[config.mk]
export PLATFORM = sky130hd
export DESIGN_NAME = cef_ctrl
export DESIGN_NICKNAME = d
export VERILOG_FILES = /design/src/hw/rtl/cef_pkg.sv /design/src/hw/rtl/cef_ctrl.sv
export SDC_FILE = /design/constraint.sdc
export NUM_CORES = 1
export LEC_CHECK = 0
export ABC_AREA = 1
export BUFFER_PORTS_ARGS = -buffer_cell sky130_fd_sc_hd__buf_2
export CELL_PAD_IN_SITES_DETAIL_PLACEMENT = 1
export CELL_PAD_IN_SITES_GLOBAL_PLACEMENT = 2
export CORE_MARGIN = 4
export CORE_UTILIZATION = 26
export DETAILED_ROUTE_END_ITERATION = 16
export PLACE_DENSITY = 0.94
export SYNTH_ARGS = -nofsm -noshare
export SYNTH_HDL_FRONTEND = slang
export SYNTH_SLANG_ARGS = --single-unit
[constraint.sdc]
create_clock -name clk -period 4.2 [get_ports clk]
set_input_delay 0.84 -clock clk [delete_from_list [all_inputs] [get_ports clk]]
set_output_delay 0.84 -clock clk [all_outputs]
set_load 0.02 [all_outputs]
[src/hw/rtl/cef_pkg.sv]
`default_nettype none
package cef_pkg;

	localparam int DEPTH         = 512;
	localparam int PAYLOAD_BYTES = 8;
	localparam int PTR_W         = $clog2(DEPTH);

	localparam logic [PTR_W-1:0] LAST_SLOT = PTR_W'(DEPTH - 1);

	localparam logic [63:0] TEXT_MASK = (PAYLOAD_BYTES >= 8) ? {64{1'b1}} :
		((64'd1 << (PAYLOAD_BYTES * 8)) - 64'd1);

	localparam logic FUNC_PUSH = 1'b0;
	localparam logic FUNC_POP  = 1'b1;

	localparam logic [5:0] EV_FRAME  = 6'd0;
	localparam logic [5:0] EV_RESIZE = 6'd1;
	localparam logic [5:0] EV_DRAG   = 6'd2;
	localparam logic [5:0] EV_SCROLL = 6'd3;
	localparam logic [5:0] EV_CLICK  = 6'd4;
	localparam logic [5:0] EV_TEXT   = 6'd5;
	localparam logic [5:0] EV_PASTE  = 6'd6;

	localparam logic [2:0] ST_STORED = 3'd0;
	localparam logic [2:0] ST_MERGED = 3'd1;
	localparam logic [2:0] ST_FULL   = 3'd2;
	localparam logic [2:0] ST_POPPED = 3'd3;
	localparam logic [2:0] ST_EMPTY  = 3'd4;

	typedef struct packed {
		logic              func;
		logic [5:0]        kind;
		logic signed [15:0] pos_x;
		logic signed [15:0] pos_y;
		logic [63:0]       payload;
	} req_t;

	typedef struct packed {
		logic             we_kind;
		logic             we_xy;
		logic             we_pl;
		logic [PTR_W-1:0] waddr;
		logic [5:0]       wkind;
		logic [31:0]      wxy;
		logic [63:0]      wpl;
		logic             re;
		logic [PTR_W-1:0] raddr;
	} mem_cmd_t;

	function automatic logic has_xy(input logic [5:0] k);
		return (k >= EV_RESIZE) && (k <= EV_CLICK);
	endfunction

endpackage
`default_nettype wire

[src/hw/rtl/cef_ctrl.sv]
`default_nettype none
module cef_ctrl (
	input  wire logic              clk,
	input  wire logic              arst_n,
	input  wire logic              accept,
	input  wire cef_pkg::req_t     req,
	output cef_pkg::mem_cmd_t      cmd,
	output logic [2:0]             status
);

	logic [cef_pkg::PTR_W-1:0] wr_ptr_q;
	logic [cef_pkg::PTR_W-1:0] rd_ptr_q;
	logic [5:0]                newest_kind_q;
	logic [31:0]               newest_xy_q;

	logic                      empty;
	logic                      full;
	logic                      merge;
	logic [cef_pkg::PTR_W-1:0] wr_next;
	logic [cef_pkg::PTR_W-1:0] rd_next;
	logic [cef_pkg::PTR_W-1:0] newest_ptr;
	logic [31:0]               in_xy;
	logic [31:0]               merged_xy;
	logic                      upd_newest;
	logic                      adv_wr;
	logic                      adv_rd;

	assign empty      = (wr_ptr_q == rd_ptr_q);
	assign wr_next    = (wr_ptr_q == cef_pkg::LAST_SLOT) ? '0 : wr_ptr_q + 1'b1;
	assign rd_next    = (rd_ptr_q == cef_pkg::LAST_SLOT) ? '0 : rd_ptr_q + 1'b1;
	assign newest_ptr = (wr_ptr_q == '0) ? cef_pkg::LAST_SLOT : wr_ptr_q - 1'b1;
	assign full       = (wr_next == rd_ptr_q);
	assign in_xy      = {req.pos_y, req.pos_x};

	// newest entry lives in registers, so a merge needs no memory read
	assign merge = !empty && (newest_kind_q == req.kind) && (req.kind <= cef_pkg::EV_SCROLL);

	always_comb begin
		merged_xy = in_xy;
		if (req.kind == cef_pkg::EV_SCROLL) begin
			merged_xy = {newest_xy_q[31:16] + req.pos_y, newest_xy_q[15:0] + req.pos_x};
		end
	end

	always_comb begin
		cmd        = '0;
		cmd.raddr  = rd_ptr_q;
		cmd.wkind  = req.kind;
		cmd.wxy    = in_xy;
		cmd.wpl    = (req.kind == cef_pkg::EV_TEXT) ? (req.payload & cef_pkg::TEXT_MASK)
			: req.payload;
		cmd.waddr  = wr_ptr_q;
		status     = cef_pkg::ST_STORED;
		upd_newest = 1'b0;
		adv_wr     = 1'b0;
		adv_rd     = 1'b0;
		if (req.func == cef_pkg::FUNC_PUSH) begin
			if (merge) begin
				status = cef_pkg::ST_MERGED;
				if (req.kind != cef_pkg::EV_FRAME) begin
					cmd.waddr  = newest_ptr;
					cmd.wxy    = merged_xy;
					cmd.we_xy  = accept;
					upd_newest = accept;
				end
			end else if (full) begin
				status = cef_pkg::ST_FULL;
			end else begin
				status      = cef_pkg::ST_STORED;
				cmd.we_kind = accept;
				cmd.we_xy   = accept && cef_pkg::has_xy(req.kind);
				cmd.we_pl   = accept && ((req.kind == cef_pkg::EV_TEXT) ||
					(req.kind == cef_pkg::EV_PASTE));
				upd_newest  = accept;
				adv_wr      = accept;
			end
		end else begin
			if (empty) begin
				status = cef_pkg::ST_EMPTY;
			end else begin
				status = cef_pkg::ST_POPPED;
				cmd.re = accept;
				adv_rd = accept;
			end
		end
	end

	always_ff @(posedge clk or negedge arst_n) begin
		if (!arst_n) begin
			wr_ptr_q <= '0;
			rd_ptr_q <= '0;
		end else begin
			if (adv_wr) begin
				wr_ptr_q <= wr_next;
			end
			if (adv_rd) begin
				rd_ptr_q <= rd_next;
			end
		end
	end

	always_ff @(posedge clk) begin
		if (upd_newest) begin
			newest_kind_q <= req.kind;
			newest_xy_q   <= cmd.wxy;
		end
	end

endmodule
`default_nettype wire

==> results.toml, run 1 <==
[detailed_routing]
drc_errors = 0
wl_per_cell_microns = 15.57
vias = 5367
drt-pass1-iter-count = 4
drtAntennaViolNets = 0
postRouteWirelength_mm = 17.45
viasPerCell = 4.788
dr.first_iter.drc_count = 212

[global_route]
antenna_found_initial = 0
grt_pass1_wl_mm = 27.81
grt_usage = 0.1415
grt_max_degree = 39
grt_pass1_vias = 5511
grt_overflow = 0

[die]
die_w_microns = 154.7
dieArea_sq_um = 23940
num_rows = 53
initial_core_util = 0.2655
coreArea_sq_um = 21090
io-pin-count = 233
die_h_microns = 154.7

[power]
p_per_area_nw_per_um2 = 394.7
ir_drop_uv = 259.6
p_leak_uw = 0.003105

[yosys]
syn_area_per_cell_sq_um = 6.911
yosysWarningCount = 0
synth_flop_cell = "edfxtp_1"
synth.cell_area_sq_um = 5598
synth_nets = 954
synthArstFlopShare = 0.3214
ys_types = 38
ys_seq_area_frac = 0.2843
synth_edf_count = 38
synth_cells = 810
ys_ff_latch = 56

[place]
dp_hpwl_mm = 13.98
place_congestion = 0.9083
io_buffers = 104
place_ws_ps = 313.6

[cts]
cts_tree = "yes"
clk_path_buf_depth = 2
cts_buffers = 5
cts.htree.levels = 2
cts.clk_slew.worst_paths_ps = 80
clkLatencyLatePin_ps = 310
hold_buffers = 0
cts_root_buf = "clkbuf_16"
cts.sinks = 56

[sta]
fin_ws_ps = 239.9
layout_min_cycle_time_ps = 3960
hold_violations = 0
setup_viol = 0
drv_slew = 0
fin_skew_ps = 9.381
slew_headroom = 0.5642
worst_slew_pin_slew_ps = 648.7
rsz0062_at_grt = "false"
fmax_ghz = 0.2525
fin_tns_setup_ps = 0
timing.final.crit_share = 0.9429

[worst_setup_path]
critPathRequiredTime_ps = 3360
crit_fanout = 12
critPathCaptureType = "output pin"
reg2regPathDepth = 18
timing.rr.start = "wr_ptr_q[0]"
worst-r2r-setup-slack_ps = 960
path_class = "flip-flop to output pin"
cp-start-kind = "flip-flop"
r2r-end = "newest_xy_q[15]"
crit_arrival_ps = 3120

[hold_path]
hp-class = "primary input to asynchronous set/reset pin"

[cells_and_area]
nets = 990
diodes = 0
drive_above_1_share = 0.1738
synthToLayoutAreaGrowth_pct = 8.963

[run]
drv_cap = 0

[status]
status = "finished, final reports clean"
-- power breakdown --
part           leakage (uW)  internal, uW  switching [uW]
combinational       0.00245           402             781
clock             0.0000657           218             222
sequential         0.000586           676             109
total               0.00311          1300            1110
-- cells in the final DEF, fill, tap and decap left out, types with 2 or more instances in the layout --
cell / n
nand3_1: 70
xnor2_1: 15
a21o_1: 3
inv_1: 79
o21a_1: 2
nand2_1: 234
nand4_1: 14
a21oi_1: 47
dfrtp_2: 2
nand2_2: 3
nand3b_1: 4
o21bai_1: 4
buf_2: 104
inv_2: 3
o21ai_1: 2
xor2_1: 12
nor3_1: 4
buf_4: 15
o21ai_0: 48
nor2_2: 2
dfrtp_1: 16
edfxtp_1: 38
nor2_1: 59
clkbuf_16: 5
a21boi_0: 4
clkinvlp_4: 2
fa_1: 2
nand2_4: 3
or2_2: 3
ha_1: 36
-- worst max path at each step --
stage	from	endpoint	slack [ps]	depth (start not counted)
2_1_floorplan	req[64]	cmd[100]	840	11
3_3_place_gp	wr_ptr_q[0]	cmd[121]	430	19
3_5_place_dp	wr_ptr_q[0]	cmd[123]	310	19
4_1_cts	wr_ptr_q[0]	status[1]	30	18
5_1_grt	wr_ptr_q[0]	status[1]	10	17
6_report	wr_ptr_q[0]	status[1]	240	16
-- area by class of cell --
| type | count | area (sq um) |
|---|---|---|
| clock buffers | 5 | 125.1 |
| inverters | 85 | 325.3 |
| flip-flops and latches | 56 | 1594 |
| well taps | 275 | 344.1 |
| clock inverters | 2 | 12.51 |
| repair buffers | 120 | 653.1 |
| fillers | 2700 | 14990 |
| multi-input cells | 578 | 3045 |
-- critical path, cell delays in order, from the launching register on --
cell        delay (ps)
dfrtp_2            460
ha_1               220
nand3_1            130
nor2_1             100
nand2_1             90
nor2_1             140
ha_1               260
clkinvlp_4         180
buf_4              170
nand3_1            100
nand2_1             60
nand2_1             60
nand3_1             90
nor2_1             190
nand2_4            150
o21ai_0            210
buf_2              200
-- state kept, by name (all words and copies together), names as in the netlist --
register,flops
newest_xy_q,32
newest_kind_q,6
rd_ptr_q,9
wr_ptr_q,9
-- cells in the mapped netlist, drive strengths merged (3+ instances only) --
library cell | instances | area (sq um)
xnor2 | 15 | 131.4
or2 | 3 | 18.77
a21boi | 4 | 30.03
nor2 | 63 | 265.3
nor3 | 4 | 20.02
buf | 89 | 646.9
dfrtp | 18 | 450.4
a21oi | 47 | 235.2
nand4 | 14 | 87.58
nand2 | 240 | 915.9
edfxtp | 38 | 1141
ha | 36 | 450.4
xor2 | 12 | 105.1
nand3b | 4 | 30.03
a21o | 3 | 22.52
nand3 | 70 | 350.3
o21ai | 50 | 250.2
inv | 84 | 317.8
o21bai | 4 | 30.03
-- repair_timing --
item | CTS | global route
hold endpoints to repair | 0 | 0
setup buffers | 0 | 8
pin swaps | 0 | 1
resized for setup | 1 | 5
endpoints found under the setup margin | 2 | 4
-- cells by family after synthesis --
| group | count (synthesis) | synth area share |
|---|---|---|
| AOI/OAI and AO/OA | 111 | 0.1055 |
| xor gates and xnor gates | 27 | 0.04224 |
| adders and majority gates | 38 | 0.08762 |
| buffers and inverters | 176 | 0.1743 |
| DFF | 56 | 0.2843 |
| and+or+nand+nor | 402 | 0.3060 |
-- routing by layer --
layer | GRT usage | vias up | routed length [microns]
met5 | 0 | - | 0
met4 | 0.03070 | 0 | 241
met3 | 0.02686 | 22 | 870
met2 | 0.2564 | 135 | 8711
met1 | 0.1739 | 2565 | 7628
li1 | - | 2645 | -
-- metrics by stage --
step	hold WS, ps	cell area, sq um	total power, uW	util	std cells
3_3_place_gp	633.7	5883	1935	0.2790	1106
2_1_floorplan	537.1	5598	1672	-	810
6_report	456.5	6100	2407	0.2892	1121
4_1_cts	469.9	6026	2413	0.2857	1113
3_5_place_dp	647.8	5883	1961	0.2790	1106
5_1_grt	492.0	6100	2605	0.2892	1121
Note: power is estimated with default switching activity, not from simulation.
==> inputs of run 2 (changes only) <==
Settings changed: BUFFER_PORTS_ARGS -buffer_cell sky130_fd_sc_hd__buf_2 to unset, CORE_UTILIZATION 26 to 34, CTS_CLUSTER_DIAMETER set to 80, DONT_BUFFER_PORTS set to 1, PLACE_DENSITY 0.94 to 0.93.
==> run 2 against run 1 <==
Net effect: register-to-register slack better by 160 ps; non-clock buffer count down 96; via count down 8.0%; setup slack better by 140 ps; combinational power down 15%; wire length down 5.1%; design area down 8.5%; sequential power up 8.3%; total power down 2.9%; clock skew down 0.94 ps; highest routed layer unchanged.
==> results.toml, run 2 (same netlist as run 1, synthesis figures left out) <==
[status]
status = "finished, final reports clean"

[sta]
hold_violations = 0
fin_tns_setup_ps = 0
drv_slew = 0
setup_viol = 0
fin_skew_ps = 8.440
layout_min_cycle_time_ps = 3821
slew_headroom = 0.4408
timing.final.crit_share = 0.9098
fmax_ghz = 0.2617
rsz0062_at_grt = "false"
worst_slew_pin_slew_ps = 831.4

[power]
pwr-share-comb = 0.427
ir_drop_uv = 243.9
p_switching_uw = 1060
intPower_uw = 1279
switching_share = 0.4531
clockPowerShare = 0.210
seqPwrFrac = 0.363
p_leak_uw = 0.002724
p_per_area_nw_per_um2 = 418.9

[die]
coreArea_sq_um = 16000
initial_core_util = 0.3499
die_w_microns = 136.3
io-pin-count = 233
num_rows = 46
dieArea_sq_um = 18580
die_h_microns = 136.3

[cells_and_area]
mostFrequentLayoutCells = "nand2_1 (235), inv_1 (79), nand3_1 (70)"
nets = 894
drive_above_1_share = 0.06924
synthToLayoutAreaGrowth_pct = -0.2906
n_fill_cell = 2114
layout_commonest_cell = "nand2_1"
final_core_util = 0.3488
largest_reg_flops = 32
regMostFlops = "newest_xy_q"
diodes = 0
top_regs = "newest_xy_q: 32 flops, rd_ptr_q: 9 flops, wr_ptr_q: 9 flops"

[worst_setup_path]
reg2regPathDepth = 19
critPathRequiredTime_ps = 3360
crit_arrival_ps = 2980
critPathCaptureType = "output pin"
worst-r2r-setup-slack_ps = 1120
r2r-end = "newest_xy_q[8]"
path_class = "flip-flop to output pin"
cp_slowest_cell = "dfrtp_2"
path_buf_inv = 3
timing.rr.start = "wr_ptr_q[0]"
critPathTopFamily = "simple AND/OR/NAND/NOR gates"
cp-start-kind = "flip-flop"
cp_common_cell = "nand2_1"
crit_fanout = 12
max_stage_delay_ps = 480
startpoint = "wr_ptr_q[0]"
crit_chain = "ha_1 -> nand3_1 -> nor2_1 -> nand2_1 -> nor2_1 -> ha_1 -> inv_4 -> nand2_1 -> inv_1 -> nand2_1 -> nand2_1 -> nand3_1 -> nor2_1 -> nand3_1 -> nor2_1 -> nand2_1 -> buf_4 -> nand3_1 -> nand2_1"

[detailed_routing]
viasPerCell = 5.107
postRouteWirelength_mm = 16.56
drt-pass1-iter-count = 4
drc_errors = 0
drtAntennaViolNets = 0
wl_per_cell_microns = 17.12
vias = 4938
dr.first_iter.drc_count = 192

[cts]
cts_tree = "yes"
cts_buffers = 5
cts_resized = 0
cts.htree.levels = 2
postCtsSetupBuffers = 0
clk_path_buf_depth = 2
cts.sinks = 56
cts_root_buf = "clkbuf_16"
hold_buffers = 0
cts.clk_slew.worst_paths_ps = 80
clkLatencyLatePin_ps = 310

[global_route]
antenna_found_initial = 0
grt_max_degree = 39
grt_pass1_vias = 5033
grt_usage = 0.1789
grt_pass1_wl_mm = 26.28
grt_overflow = 0

[place]
dp_hpwl_mm = 13.35
place_congestion = 0.9434
io_buffers = 0

[hold_path]
hp-class = "primary input to asynchronous set/reset pin"

[run]
drv_cap = 0
-- run 2: changes by cell type in the layout (fill, tap and decap cells not counted), moves of 2 or more --
cell | before | now
inv_4 | 1 | 3
clkinvlp_4 | 2 | 0
buf_2 | 104 | 0
nand2_4 | 3 | 1
buf_4 | 15 | 23
-- run 2: worst register-to-register path: cells and delay by family, from the launching register on --
family / cells / cell delay (ps)
DFF: 1 / 460
and+or+nand+nor: 14 / 1460
adders and majority gates: 2 / 460
buffers and inverters: 3 / 400
-- run 2: through the flow --
stage	instance area (sq um)	total power, uW	std cells	setup slack [ps]	hold slack [ps]
detailed placement	5409	1861	959	514.2	545.4
floorplan	5598	1672	810	843.1	537.1
global route	5582	2536	967	27.81	201.9
CTS	5574	2367	967	150.0	204.2
finish	5582	2338	967	378.7	214.8
global placement	5409	1836	959	658.7	545.5
-- run 2: layout make-up --
type                       count  area, sq um  share of cell area
clock buffer                   6        150.1             0.02690
clock inverter                 2        15.01            0.002690
inverter                      85        324.1             0.05806
multi-input combinational    578         3035              0.5438
sequential                    56         1594              0.2856
tap                          216        270.3             0.04842
timing repair buffer          24        192.7             0.03452
-- run 2: worst max-delay path by stage --
stage                    end  slack [ps]  cells past startpoint
floorplan           cmd[100]         840                     11
global placement     cmd[84]         660                     10
detailed placement  cmd[121]         510                     18
CTS                 cmd[121]         150                     18
global route        cmd[121]          30                     18
finish              cmd[122]         380                     19
-- run 2: power by group through the flow --
| stage | registers [uW] | logic, uW | clock network, uW |
|---|---|---|---|
| after floorplan | 793 | 879 | 0 |
| after global placement | 857 | 979 | 0 |
| after detailed placement | 862 | 1000 | 0 |
| after CTS | 849 | 1010 | 512 |
| after global routing | 867 | 1140 | 526 |
| final | 849 | 998 | 491 |
-- run 2: metal layers --
layer / share of wire / vias up / wire, microns / GRT usage
li1: - / 2449 / - / -
met1: 0.42 / 2327 / 6917 / 0.2068
met2: 0.48 / 135 / 7914 / 0.3156
met3: 0.080 / 27 / 1325 / 0.05699
met4: 0.024 / 0 / 401 / 0.05263
met5: 0 / - / 0 / 0
